[src/hdl/bmp_rle8_run_decoder_core_defines.svh]
// ----------------------------------------------------------------------------
// BMP RLE8 run decoder assertion macros
// Shared concurrent assertion wrappers, clocked on the rising edge and
// disabled while reset is held low.
// ----------------------------------------------------------------------------
`ifndef BMP_RLE8_RUN_DECODER_CORE_DEFINES_SVH
`define BMP_RLE8_RUN_DECODER_CORE_DEFINES_SVH

// same-cycle implication
`define BMP_ASSERT_IMPL(label, clk, rst_n, ante, cons) \
    label: assert property (@(posedge clk) disable iff (!rst_n) (ante) |-> (cons)) \
        else $error("bmp rle8 decoder: same-cycle check failed");

// next-cycle implication
`define BMP_ASSERT_NEXT(label, clk, rst_n, ante, cons) \
    label: assert property (@(posedge clk) disable iff (!rst_n) (ante) |=> (cons)) \
        else $error("bmp rle8 decoder: next-cycle check failed");

`endif

[src/hdl/bmprle_pkg.sv]
// ----------------------------------------------------------------------------
// BMP RLE8 run decoder package
// Parser modes, result kinds, register indexes and controller interface types.
// ----------------------------------------------------------------------------
package bmprle_pkg;

    typedef enum logic [3:0] {
        MODE_COUNT,
        MODE_ESCAPE,
        MODE_DX,
        MODE_DY,
        MODE_VALUE,
        MODE_LITERAL,
        MODE_PAD,
        MODE_ENDED,
        MODE_FAULT
    } mode_t;

    localparam logic [1:0] KIND_CODED = 2'd0;
    localparam logic [1:0] KIND_FILL  = 2'd1;
    localparam logic [1:0] KIND_END   = 2'd2;
    localparam logic [1:0] KIND_ERROR = 2'd3;

    localparam logic [7:0] CFG_ROW_WIDTH  = 8'd0;
    localparam logic [7:0] CFG_FILL_VALUE = 8'd1;

    localparam logic [15:0] ROW_WIDTH_RESET = 16'd640;
    localparam logic [15:0] FILL_RESET      = 16'hFFFF;
    localparam logic [16:0] FULL_ROW        = 17'h10000;

    localparam int MOD_RADIX_BITS = 4;
    localparam int MOD_STEPS      = 5;
    localparam int MOD_DIV_BITS   = MOD_RADIX_BITS * MOD_STEPS;

    typedef enum logic [2:0] {
        C_IDLE,
        C_MUL,
        C_EVAL,
        C_MOD,
        C_EMIT
    } ctrl_state_t;

    typedef struct packed {
        logic capture;
        logic mul_en;
        logic eval_en;
        logic mod_step;
        logic commit_col;
        logic out_load;
    } cmd_t;

    typedef struct packed {
        logic mod_done;
        logic res_pending;
        logic out_free;
    } sts_t;

endpackage

[src/hdl/bmprle_mod.sv]
// ----------------------------------------------------------------------------
// BMP RLE8 column remainder unit
// Radix-16 restoring remainder of a 17-bit column sum by the row width.
// ----------------------------------------------------------------------------
module bmprle_mod (
    input  logic        aclk,
    input  logic        aresetn,
    input  logic        start,
    input  logic        step,
    input  logic [16:0] dividend,
    input  logic [16:0] divisor,
    output logic        done,
    output logic [15:0] remainder
);
    import bmprle_pkg::*;

    localparam int CNT_W = $clog2(MOD_STEPS + 1);

    logic [MOD_DIV_BITS-1:0] div_reg, div_next;
    logic [15:0]             rem_reg, rem_next;
    logic [CNT_W-1:0]        cnt_reg, cnt_next;

    always_comb begin
        logic [15:0] r;
        logic [16:0] t;
        r = rem_reg;
        for (int i = 0; i < MOD_RADIX_BITS; i++) begin
            t = {r, div_reg[MOD_DIV_BITS-1-i]};
            if (t >= divisor) begin
                t = t - divisor;
            end
            r = t[15:0];
        end
        rem_next = r;
        div_next = div_reg << MOD_RADIX_BITS;
        cnt_next = cnt_reg + CNT_W'(1);
    end

    always_ff @(posedge aclk) begin
        if (!aresetn) begin
            cnt_reg <= CNT_W'(MOD_STEPS);
        end else if (start) begin
            cnt_reg <= '0;
        end else if (step && !done) begin
            cnt_reg <= cnt_next;
        end
    end

    always_ff @(posedge aclk) begin
        if (start) begin
            rem_reg <= '0;
            div_reg <= MOD_DIV_BITS'(dividend);
        end else if (step && !done) begin
            rem_reg <= rem_next;
            div_reg <= div_next;
        end
    end

    assign done      = (cnt_reg == CNT_W'(MOD_STEPS));
    assign remainder = rem_reg;

endmodule

[src/hdl/bmprle_dpath.sv]
// ----------------------------------------------------------------------------
// BMP RLE8 run decoder datapath
// Configuration registers, parser state, run evaluation and result register.
// ----------------------------------------------------------------------------
`include "bmp_rle8_run_decoder_core_defines.svh"

module bmprle_dpath (
    input  logic              aclk,
    input  logic              aresetn,
    input  bmprle_pkg::cmd_t  cmd,
    output bmprle_pkg::sts_t  sts,
    input  logic [7:0]        s_data_byte,
    input  logic              s_image_start,
    output logic              m_valid,
    input  logic              m_ready,
    output logic [1:0]        m_kind,
    output logic [15:0]       m_pixel,
    output logic [23:0]       m_run_length,
    input  logic              cfg_valid,
    output logic              cfg_ready,
    input  logic [7:0]        cfg_index,
    input  logic [15:0]       cfg_data
);
    import bmprle_pkg::*;

    logic [15:0] row_width_reg, fill_value_reg;
    logic [7:0]  byte_reg;
    logic        start_reg;
    logic [23:0] prod_reg;

    mode_t       mode_reg, mode_next;
    logic [7:0]  pend_reg, pend_next;
    logic [7:0]  dx_reg, dx_next;
    logic [15:0] col_reg;
    logic        row_done_reg;
    logic        odd_reg, odd_next;

    logic        res_pending_reg, res_pending_next;
    logic [1:0]  res_kind_reg, res_kind_next;
    logic [15:0] res_pixel_reg, res_pixel_next;
    logic [23:0] res_len_reg, res_len_next;
    logic        adv_reg, adv_next;
    logic [16:0] mod_x;

    logic        m_valid_reg;
    logic [1:0]  m_kind_reg;
    logic [15:0] m_pixel_reg;
    logic [23:0] m_len_reg;

    logic [16:0] width_now;
    mode_t       eff_mode;
    logic [7:0]  eff_pend, eff_dx;
    logic [15:0] eff_col;
    logic        eff_done, eff_odd;
    logic [16:0] col_plus_pend, col_plus_dx, col_plus_one;
    logic [23:0] fill_len, dy_sum, dy_len;
    logic [7:0]  pend_dec;
    logic        mod_done;
    logic [15:0] mod_rem;

    assign width_now = (row_width_reg == 16'd0) ? FULL_ROW : {1'b0, row_width_reg};
    assign cfg_ready = 1'b1;

    always_comb begin
        if (start_reg) begin
            eff_mode = MODE_COUNT;
            eff_pend = '0;
            eff_dx   = '0;
            eff_col  = '0;
            eff_done = 1'b0;
            eff_odd  = 1'b0;
        end else begin
            eff_mode = mode_reg;
            eff_pend = pend_reg;
            eff_dx   = dx_reg;
            eff_col  = col_reg;
            eff_done = row_done_reg;
            eff_odd  = odd_reg;
        end
    end

    assign col_plus_pend = {1'b0, eff_col} + {9'd0, eff_pend};
    assign col_plus_dx   = {1'b0, eff_col} + {9'd0, eff_dx};
    assign col_plus_one  = {1'b0, eff_col} + 17'd1;
    assign fill_len      = {7'd0, width_now} - {8'd0, eff_col};
    assign dy_sum        = prod_reg + {16'd0, eff_dx};
    assign dy_len        = dy_sum - {8'd0, eff_col};
    assign pend_dec      = (eff_pend != 8'd0) ? eff_pend - 8'd1 : 8'd0;

    always_comb begin
        mode_next        = eff_mode;
        pend_next        = eff_pend;
        dx_next          = eff_dx;
        odd_next         = eff_odd;
        res_pending_next = 1'b0;
        res_kind_next    = KIND_CODED;
        res_pixel_next   = '0;
        res_len_next     = '0;
        adv_next         = 1'b0;
        mod_x            = '0;
        unique case (eff_mode)
            MODE_COUNT: begin
                if (byte_reg == 8'd0) begin
                    mode_next = MODE_ESCAPE;
                end else begin
                    pend_next = byte_reg;
                    mode_next = MODE_VALUE;
                end
            end
            MODE_VALUE: begin
                pend_next        = '0;
                mode_next        = MODE_COUNT;
                adv_next         = (eff_pend != 8'd0);
                mod_x            = col_plus_pend;
                res_pending_next = 1'b1;
                res_kind_next    = KIND_CODED;
                res_pixel_next   = {8'd0, byte_reg};
                res_len_next     = {16'd0, eff_pend};
            end
            MODE_ESCAPE: begin
                if (byte_reg == 8'd0) begin
                    mode_next = MODE_COUNT;
                    if (!eff_done) begin
                        adv_next         = (fill_len != 24'd0);
                        res_pending_next = 1'b1;
                        res_kind_next    = KIND_FILL;
                        res_pixel_next   = fill_value_reg;
                        res_len_next     = fill_len;
                    end
                end else if (byte_reg == 8'd1) begin
                    mode_next        = MODE_ENDED;
                    res_pending_next = 1'b1;
                    res_kind_next    = KIND_END;
                end else if (byte_reg == 8'd2) begin
                    mode_next = MODE_DX;
                end else begin
                    pend_next = byte_reg;
                    odd_next  = byte_reg[0];
                    mode_next = MODE_LITERAL;
                end
            end
            MODE_DX: begin
                dx_next   = byte_reg;
                mode_next = MODE_DY;
            end
            MODE_DY: begin
                mode_next = MODE_COUNT;
                dx_next   = '0;
                if (byte_reg == 8'd0) begin
                    mod_x = col_plus_dx;
                    if (eff_dx != 8'd0) begin
                        adv_next         = 1'b1;
                        res_pending_next = 1'b1;
                        res_kind_next    = KIND_FILL;
                        res_pixel_next   = fill_value_reg;
                        res_len_next     = {16'd0, eff_dx};
                    end
                end else begin
                    mod_x = {9'd0, eff_dx};
                    if (dy_len != 24'd0) begin
                        adv_next         = 1'b1;
                        res_pending_next = 1'b1;
                        res_kind_next    = KIND_FILL;
                        res_pixel_next   = fill_value_reg;
                        res_len_next     = dy_len;
                    end
                end
            end
            MODE_LITERAL: begin
                pend_next = pend_dec;
                if (pend_dec == 8'd0) begin
                    mode_next = eff_odd ? MODE_PAD : MODE_COUNT;
                end
                adv_next         = 1'b1;
                mod_x            = col_plus_one;
                res_pending_next = 1'b1;
                res_kind_next    = KIND_CODED;
                res_pixel_next   = {8'd0, byte_reg};
                res_len_next     = 24'd1;
            end
            MODE_PAD: begin
                odd_next = 1'b0;
                if (byte_reg != 8'd0) begin
                    mode_next        = MODE_FAULT;
                    res_pending_next = 1'b1;
                    res_kind_next    = KIND_ERROR;
                end else begin
                    mode_next = MODE_COUNT;
                end
            end
            default: begin
            end
        endcase
    end

    bmprle_mod u_mod (
        .aclk      (aclk),
        .aresetn   (aresetn),
        .start     (cmd.eval_en),
        .step      (cmd.mod_step),
        .dividend  (mod_x),
        .divisor   (width_now),
        .done      (mod_done),
        .remainder (mod_rem)
    );

    always_ff @(posedge aclk) begin
        if (!aresetn) begin
            row_width_reg  <= ROW_WIDTH_RESET;
            fill_value_reg <= FILL_RESET;
        end else if (cfg_valid && cfg_ready) begin
            if (cfg_index == CFG_ROW_WIDTH) begin
                row_width_reg <= cfg_data;
            end else if (cfg_index == CFG_FILL_VALUE) begin
                fill_value_reg <= cfg_data;
            end
        end
    end

    always_ff @(posedge aclk) begin
        if (cmd.capture) begin
            byte_reg  <= s_data_byte;
        end
        if (cmd.mul_en) begin
            prod_reg <= 24'({7'd0, width_now} * {16'd0, byte_reg});
        end
        if (cmd.eval_en) begin
            res_kind_reg  <= res_kind_next;
            res_pixel_reg <= res_pixel_next;
            res_len_reg   <= res_len_next;
        end
        if (cmd.out_load) begin
            m_kind_reg  <= res_kind_reg;
            m_pixel_reg <= res_pixel_reg;
            m_len_reg   <= res_len_reg;
        end
    end

    always_ff @(posedge aclk) begin
        if (!aresetn) begin
            start_reg       <= 1'b0;
            mode_reg        <= MODE_COUNT;
            pend_reg        <= '0;
            dx_reg          <= '0;
            col_reg         <= '0;
            row_done_reg    <= 1'b0;
            odd_reg         <= 1'b0;
            res_pending_reg <= 1'b0;
            adv_reg         <= 1'b0;
            m_valid_reg     <= 1'b0;
        end else begin
            if (cmd.capture) begin
                start_reg <= s_image_start;
            end
            if (cmd.eval_en) begin
                mode_reg        <= mode_next;
                pend_reg        <= pend_next;
                dx_reg          <= dx_next;
                odd_reg         <= odd_next;
                col_reg         <= eff_col;
                row_done_reg    <= eff_done;
                res_pending_reg <= res_pending_next;
                adv_reg         <= adv_next;
            end
            if (cmd.commit_col && adv_reg) begin
                col_reg      <= mod_rem;
                row_done_reg <= (mod_rem == 16'd0);
            end
            if (cmd.out_load) begin
                m_valid_reg <= 1'b1;
            end else if (m_ready) begin
                m_valid_reg <= 1'b0;
            end
        end
    end

    assign sts.mod_done    = mod_done;
    assign sts.res_pending = res_pending_reg;
    assign sts.out_free    = !m_valid_reg || m_ready;

    assign m_valid      = m_valid_reg;
    assign m_kind       = m_kind_reg;
    assign m_pixel      = m_pixel_reg;
    assign m_run_length = m_len_reg;

    `BMP_ASSERT_IMPL(a_load_free, aclk, aresetn, cmd.out_load, !m_valid_reg || m_ready)
    `BMP_ASSERT_NEXT(a_end_mode, aclk, aresetn,
        cmd.eval_en && res_pending_next && res_kind_next == KIND_END, mode_reg == MODE_ENDED)
    `BMP_ASSERT_NEXT(a_mode_hold, aclk, aresetn, !cmd.eval_en, $stable(mode_reg))

endmodule

[src/hdl/bmprle_ctrl.sv]
// ----------------------------------------------------------------------------
// BMP RLE8 run decoder controller
// Sequences capture, multiply, evaluate, column remainder and result handoff.
// ----------------------------------------------------------------------------
`include "bmp_rle8_run_decoder_core_defines.svh"

module bmprle_ctrl (
    input  logic              aclk,
    input  logic              aresetn,
    input  logic              s_valid,
    output logic              s_ready,
    input  bmprle_pkg::sts_t  sts,
    output bmprle_pkg::cmd_t  cmd
);
    import bmprle_pkg::*;

    ctrl_state_t state_reg, state_next;

    always_comb begin
        state_next = state_reg;
        unique case (state_reg)
            C_IDLE: begin
                if (s_valid) begin
                    state_next = C_MUL;
                end
            end
            C_MUL:  state_next = C_EVAL;
            C_EVAL: state_next = C_MOD;
            C_MOD: begin
                if (sts.mod_done) begin
                    state_next = C_EMIT;
                end
            end
            C_EMIT: begin
                if (!sts.res_pending || sts.out_free) begin
                    state_next = C_IDLE;
                end
            end
            default: state_next = C_IDLE;
        endcase
    end

    always_comb begin
        s_ready        = 1'b0;
        cmd            = '0;
        unique case (state_reg)
            C_IDLE: begin
                s_ready     = 1'b1;
                cmd.capture = s_valid;
            end
            C_MUL:  cmd.mul_en  = 1'b1;
            C_EVAL: cmd.eval_en = 1'b1;
            C_MOD: begin
                cmd.mod_step   = !sts.mod_done;
                cmd.commit_col = sts.mod_done;
            end
            C_EMIT: cmd.out_load = sts.res_pending && sts.out_free;
            default: begin
            end
        endcase
    end

    always_ff @(posedge aclk) begin
        if (!aresetn) begin
            state_reg <= C_IDLE;
        end else begin
            state_reg <= state_next;
        end
    end

    `BMP_ASSERT_NEXT(a_accept_mul, aclk, aresetn, s_valid && s_ready, state_reg == C_MUL)
    `BMP_ASSERT_NEXT(a_eval_mod, aclk, aresetn, cmd.eval_en, state_reg == C_MOD && !sts.mod_done)
    `BMP_ASSERT_IMPL(a_ready_idle, aclk, aresetn, s_ready, !cmd.mod_step && !cmd.eval_en)

endmodule

[src/hdl/bmp_rle8_run_decoder_core.sv]
// ----------------------------------------------------------------------------
// BMP RLE8 run decoder core
// Decodes an RLE8 compressed byte stream into coded, fill, end and error runs.
//
//   port group   dir   handshake          payload
//   s_           in    s_valid/s_ready    data_byte, image_start
//   m_           out   m_valid/m_ready    kind, pixel, run_length
//   cfg_         in    cfg_valid/ready    cfg_index, cfg_data
//
// Each byte is taken only after the last is through its steps: capture,
// width-times-dy multiply, evaluate, five radix-16 steps of the column
// remainder by the row width, column commit, then load of a pending result.
// The output register lets the next byte be accepted while a result waits;
// the load stalls while an earlier result is still held at the output.
// Synchronous active-low reset; no clearing pass. Config writes always ready.
// ----------------------------------------------------------------------------
module bmp_rle8_run_decoder_core (
    input  logic        aclk,
    input  logic        aresetn,
    input  logic        s_valid,
    output logic        s_ready,
    input  logic [7:0]  s_data_byte,
    input  logic        s_image_start,
    output logic        m_valid,
    input  logic        m_ready,
    output logic [1:0]  m_kind,
    output logic [15:0] m_pixel,
    output logic [23:0] m_run_length,
    input  logic        cfg_valid,
    output logic        cfg_ready,
    input  logic [7:0]  cfg_index,
    input  logic [15:0] cfg_data
);
    import bmprle_pkg::*;

    cmd_t cmd;
    sts_t sts;

    bmprle_ctrl u_ctrl (
        .aclk    (aclk),
        .aresetn (aresetn),
        .s_valid (s_valid),
        .s_ready (s_ready),
        .sts     (sts),
        .cmd     (cmd)
    );

    bmprle_dpath u_dpath (
        .aclk          (aclk),
        .aresetn       (aresetn),
        .cmd           (cmd),
        .sts           (sts),
        .s_data_byte   (s_data_byte),
        .s_image_start (s_image_start),
        .m_valid       (m_valid),
        .m_ready       (m_ready),
        .m_kind        (m_kind),
        .m_pixel       (m_pixel),
        .m_run_length  (m_run_length),
        .cfg_valid     (cfg_valid),
        .cfg_ready     (cfg_ready),
        .cfg_index     (cfg_index),
        .cfg_data      (cfg_data)
    );

endmodule

[config.mk]
export PLATFORM = sky130hd
export DESIGN_NAME = bmp_rle8_run_decoder_core
export DESIGN_NICKNAME = d
export VERILOG_FILES = /design/src/hdl/bmprle_pkg.sv /design/src/hdl/bmprle_mod.sv /design/src/hdl/bmprle_dpath.sv /design/src/hdl/bmprle_ctrl.sv /design/src/hdl/bmp_rle8_run_decoder_core.sv
export VERILOG_INCLUDE_DIRS = /design/src /design/src/hdl
export SDC_FILE = /design/constraint.sdc
export NUM_CORES = 1
export LEC_CHECK = 0
export ABC_AREA = 0
export BUFFER_PORTS_ARGS = -buffer_cell sky130_fd_sc_hd__buf_2
export CORE_ASPECT_RATIO = 0.5
export CORE_MARGIN = 2
export CORE_UTILIZATION = 64
export DETAILED_ROUTE_END_ITERATION = 6
export GPL_TIMING_DRIVEN = 0
export HOLD_SLACK_MARGIN = 0.05
export PLACE_DENSITY = 0.82
export SETUP_SLACK_MARGIN = 0.2
export SLEW_MARGIN = 0
export SYNTH_ARGS = -nofsm -noshare
export SYNTH_HDL_FRONTEND = slang
export SYNTH_HIERARCHICAL = 1
export SYNTH_SLANG_ARGS = --single-unit
[constraint.sdc]
create_clock -name aclk -period 12.7 [get_ports aclk]
set_input_delay 1.905 -clock aclk [delete_from_list [all_inputs] [get_ports aclk]]
set_output_delay 1.905 -clock aclk [all_outputs]
set_load 0.02 [all_outputs]
==> results of run 1 <==
per-stage QoR:
step / util [%] / hold WS (ps) / cells
6_report: 70.44 / 418.2 / 2997
5_1_grt: 70.44 / 423.9 / 2997
4_1_cts: 70.36 / 417.7 / 2997
3_5_place_dp: 67.95 / 404.5 / 2955
3_3_place_gp: 67.60 / 401.8 / 2947
2_1_floorplan: - / 400.3 / 2425
final cells by class:
class                   count  share of cell area, %
inverters                 225                  3.641
clock inverters            13                 0.6958
well taps                 441                  2.379
clock buffers              29                  2.713
flip-flops and latches    232                  25.76
repair buffers             89                  2.206
multi-input cells        1849                  60.52
plain buffers             119                  2.087
routing by layer:
layer	vias to the layer above	share of wire, %
li1	8791	-
met1	9180	40
met2	977	45
met3	183	11
met4	2	3.9
met5	-	0.017
cell usage in the layout (no fill, tap or decap), drive strengths merged, types with 20 or more instances in the layout:
master	netlist	layout
inv	224	227
nand2	215	215
ha	179	179
and2	147	147
a21oi	139	139
edfxtp	133	133
nor2	133	133
clkbuf	103	132
o21ai	113	113
buf	16	105
fa	104	104
dfxtp	99	99
xnor2	71	71
nor2b	68	68
nand3	61	61
a21o	53	53
nor3	48	48
xor2	42	42
a22oi	32	32
a211oi	28	28
a31oi	27	27
o21a	25	25
and3	25	25
mux2i	22	22
nor4	21	21
o21bai	20	20
nand4	20	20
cells in the mapped netlist (19+ instances only):
cell type,count
nor3_1,48
a21oi_1,137
a21o_1,53
ha_1,179
xor2_1,42
a211oi_1,26
a22oi_1,32
nor4_1,20
xnor2_1,71
nand3_1,60
nand4_1,20
nor2_1,133
and3_1,24
o21a_1,25
nand2_1,215
mux2i_1,22
edfxtp_1,133
o21bai_1,20
a31oi_1,27
nor2b_1,67
mux2_2,19
and2_1,147
fa_1,104
dfxtp_1,99
clkbuf_1,103
inv_1,222
o21ai_0,104
timing repair:
action,CTS,global route
cloned,0,0
pin swaps,0,0
resized for setup,1,11
setup endpoints to repair,13,16
hold buffers,0,0
cells by family after synthesis:
| group | synth area share [%] |
|---|---|
| other cells | 0.01760 |
| xor+xnor | 4.646 |
| simple gates | 19.83 |
| fa+ha+maj | 20.29 |
| flops | 28.05 |
| buf+inv | 6.220 |
| mux | 2.038 |
| compound gates | 18.91 |
critical path: cells and delay by family, from the launching register on:
kind / cells / cell delay, ps
buf+inv: 11 / 3490
flops: 1 / 340
compound gates: 17 / 5350
simple gates: 7 / 1330
fa+ha+maj: 4 / 1470
path summary, 6_finish.rpt:
check,depth (start not counted),slack [ps],endpoint,startpoint
hold / removal,0,420,u_dpath/m_run_length[8]$_DFFE_PP_,u_dpath/res_len_reg[8]$_DFFE_PP_
hold reg to reg,0,420,u_dpath/m_run_length[8]$_DFFE_PP_,u_dpath/res_len_reg[8]$_DFFE_PP_
setup / recovery,39,600,u_dpath/u_mod/remainder[6]$_SDFFE_PP0P_,u_dpath/row_width_reg[12]$_SDFFE_PN0P_
setup reg to reg,39,600,u_dpath/u_mod/remainder[6]$_SDFFE_PP0P_,u_dpath/row_width_reg[12]$_SDFFE_PN0P_
==> results.json, run 1 <==
{
  "drt_wl_total_mm": 65.48,
  "antenna_found_initial": 1,
  "crit_path_start_kind": "flop",
  "critical_path.max_fanout": 10,
  "antenna_left": 0,
  "worst-slew-pin-transition_ps": 1198,
  "ios": 83,
  "area.growth.synth_to_final_pct": 8.886,
  "postCtsSetupBuffers": 0,
  "drive_gt1_share_pct": 7.825,
  "crit_path_frequent_cell": "clkbuf_1",
  "postPlaceCellArea_um2": 22380,
  "clock_latency_ps": 550,
  "vias_per_cell": 6.384,
  "clockRootBuffer": "clkbuf_16",
  "initial_core_util_pct": 64.69,
  "grt_use_met1_pct": 49.76,
  "yosysWarnings": 6,
  "skew_ps": 29.78,
  "grt_pass1_wl_mm": 100.7,
  "grt_util_met2_pct": 59.45,
  "dpl_worst_slack_ps": 146.6,
  "finalWorstSetupSlack_ps": 596.5,
  "fin_crit_sh_pct": 95.30,
  "min_path_type": "reg -> reg",
  "multi_input_area_um2": 14040,
  "nets": 2860,
  "cp.arrival_ps": 12550,
  "cts_sinks": 232,
  "synth_cell_types": 96,
  "slew_headroom_pct": 19.49,
  "rsz0062_at_grt": "false",
  "async_flop_share_pct": 0,
  "port_buffers": 81,
  "drc": 6,
  "core_um2": 32930,
  "grt-ovfl-total": 0,
  "required_ps": 13150,
  "final_area_um2": 23200,
  "dpl.hpwl_mm": 51.38,
  "first_pass_iters": 7,
  "htree_levels": 1,
  "seq_area_frac_synth_pct": 28.05,
  "setup_tns_ps": 0,
  "finalCriticalPeriod_ps": 12100,
  "grt_max_degree": 39,
  "grt_pass1_vias": 18240,
  "max_stage_delay_ps": 570,
  "yosys.area.top_type_share_pct": 18.75,
  "ys_ff_latch": 232,
  "synthCells": 2425,
  "worstSetupPathType": "reg -> reg",
  "die_w_um": 262.0,
  "synth_area_leaders": "edfxtp_1, ha_1, fa_1",
  "synth_edf_count": 133,
  "cts_buffer_depth": 3,
  "clk_pin_slew_ps": 70,
  "cts-buffers-inserted": 23,
  "status": "complete, but fails checks",
  "routedWlPerCell_um": 21.85,
  "yosysTopAreaCell": "edfxtp_1",
  "grt_usage_pct": 37.48,
  "yosys_most_used_dff": "edfxtp_1",
  "top_usage_layer": "met2",
  "die_h_um": 133.0,
  "fill_cells": 2657,
  "setup_viol": 0,
  "drt_iter0_drc": 2189,
  "syn_avg_cell_area_um2": 8.785,
  "syn-num-nets": 2746,
  "cp-end-kind": "flop",
  "fmax_mhz": 82.62,
  "syn_area_um2": 21300,
  "max-cap-violations": 0,
  "drv_slew": 0,
  "hold_viol_final": 0,
  "die_area_um2": 34850,
  "use_met3_pct": 9.598,
  "critPathSlowestCell": "a221oi_1",
  "regArea_um2": 5976,
  "gp_congestion": 1.033,
  "num_vias": 19130,
  "rows": 47,
  "cts_tree": "built",
  "antenna_cells": 0,
  "violations": "design-rule violations"
}
Power of run 1 is not shown: default switching activity piles up to over one toggle a cycle in this logic, so the estimate is an artifact.
==> run 2, diff against run 1 <==
--- a/config.mk
+++ b/config.mk
@@ -15,6 +15,7 @@
 export GPL_TIMING_DRIVEN = 0
 export HOLD_SLACK_MARGIN = 0.05
 export PLACE_DENSITY = 0.82
+export RECOVER_POWER = 25
 export SETUP_SLACK_MARGIN = 0.2
 export SLEW_MARGIN = 0
 export SYNTH_ARGS = -nofsm -noshare
==> run 2 against run 1 <==
Effect of this change: the flow finishes with violations (design-rule violations, max-capacitance violations); hold slack about the same; critical path depth unchanged; sequential share of layout area increased by 0.065 points; clock-buffer cell count unchanged; global-route usage unchanged; non-clock buffer count unchanged.
==> results.json, run 2 (synthesis gave the netlist of run 1 again) <==
{
  "critPathSlowestCell": "a221oi_1",
  "dpl.hpwl_mm": 51.38,
  "num_vias": 19140,
  "grt_pass1_wl_mm": 100.7,
  "rows": 47,
  "initial_core_util_pct": 64.69,
  "cts_tree": "built",
  "max_stage_delay_ps": 570,
  "violations": "design-rule violations, max-capacitance violations",
  "crit_path_frequent_cell": "clkbuf_1",
  "skew_ps": 31.82,
  "die_area_um2": 34850,
  "clock_latency_ps": 560,
  "met3_length_mm": 6.879,
  "antenna_found_initial": 1,
  "max-cap-violations": 1,
  "fin_crit_sh_pct": 95.14,
  "postCtsSetupBuffers": 0,
  "die_w_um": 262.0,
  "worstSetupPathType": "reg -> reg",
  "maxUsedRoutingLayer": "met5",
  "first_pass_iters": 7,
  "setup_tns_ps": 0,
  "finalCriticalPeriod_ps": 12080,
  "routedWlPerCell_um": 21.88,
  "die_h_um": 133.0,
  "cts_buffer_depth": 3,
  "grt_usage_pct": 37.48,
  "cts-buffers-inserted": 23,
  "worst-slew-pin-transition_ps": 1478,
  "dr_wl_met2_mm": 29.26,
  "gp_congestion": 1.033,
  "vias_per_cell": 6.385,
  "drc": 1,
  "critical_path.max_fanout": 10,
  "antenna_left": 0,
  "final_common_cell": "inv_1",
  "path_buf_inv": 11,
  "grt_max_degree": 39,
  "clk_pin_slew_ps": 70,
  "fmax_mhz": 82.76,
  "status": "complete, but fails checks",
  "nets": 2860,
  "setup_viol": 0,
  "antenna_cells": 0,
  "slew_headroom_pct": 1.280,
  "mostFrequentLayoutCells": "inv_1, nand2_1, ha_1, and2_1, a21oi_1",
  "drv_slew": 0,
  "crit_family": "compound AO/OA/AOI/OAI gates",
  "min_path_type": "reg -> reg",
  "cts_sinks": 232,
  "port_buffers": 81,
  "drt_iter0_drc": 2337,
  "cp.arrival_ps": 12540,
  "grt-ovfl-total": 0,
  "area.growth.synth_to_final_pct": 8.610,
  "drt_wl_total_mm": 65.57,
  "required_ps": 13150,
  "crit_path_start_kind": "flop",
  "clockRootBuffer": "clkbuf_16",
  "ios": 83,
  "drt-met1-wl_mm": 26.72,
  "rsz0062_at_grt": "false",
  "cp-end-kind": "flop",
  "core_um2": 32930,
  "fill_cells": 2668,
  "utilization_pct": 70.26,
  "grt_pass1_vias": 18240,
  "htree_levels": 1,
  "hold_viol_final": 0,
  "drive_gt1_share_pct": 7.433
}
==> run 2: cell types whose count changed in the layout (fill, tap and decap cells not counted), sizes merged <==
cell / before / now
buf: 105 / 98
clkbuf: 132 / 139
==> run 2: cell type report <==
type | count | area, um2 | share of cell area [%]
Multi-Input combinational cell | 1849 | 14030 | 60.62
Sequential cell | 232 | 5976 | 25.83
Inverter | 225 | 844.6 | 3.650
Clock buffer | 29 | 629.4 | 2.720
Tap cell | 441 | 551.8 | 2.385
Buffer | 119 | 483.0 | 2.087
Timing Repair Buffer | 89 | 465.4 | 2.012
Clock inverter | 13 | 161.4 | 0.6976
==> run 2: metal layers <==
| layer | global-route usage (%) | vias to the layer above |
|---|---|---|
| met5 | 0 | - |
| met4 | 13.50 | 2 |
| met3 | 9.598 | 200 |
| met2 | 59.45 | 943 |
| met1 | 49.76 | 9199 |
| li1 | - | 8793 |
==> run 2: final timing paths <==
check	startpoint	end	slack, ps	depth (start not counted)
max	u_dpath/row_width_reg[12]$_SDFFE_PN0P_	u_dpath/u_mod/remainder[6]$_SDFFE_PP0P_	620	39
min	u_dpath/res_len_reg[17]$_DFFE_PP_	u_dpath/m_run_length[17]$_DFFE_PP_	420	0
max reg2reg	u_dpath/row_width_reg[12]$_SDFFE_PN0P_	u_dpath/u_mod/remainder[6]$_SDFFE_PP0P_	620	39
min reg2reg	u_dpath/res_len_reg[17]$_DFFE_PP_	u_dpath/m_run_length[17]$_DFFE_PP_	420	0
==> run 2: stage by stage <==
stage               hold WS, ps  setup WS [ps]  area (um2)  std cells
detailed placement        404.5          146.6       22380       2955
global placement          401.8          249.5       22260       2947
global route              423.9          196.5       23140       2997
CTS                       417.7          363.3       23170       2997
floorplan                 400.3           3576       21300       2425
finish                    417.8          616.6       23140       2997
==> run 2: what timing repair did <==
action,CTS,global route
endpoints found under the setup margin,13,16
pin swaps,0,0
gates resized for setup,1,11
hold buffers,0,0
gates cloned,0,0
Power of run 2 is left out for the same reason.
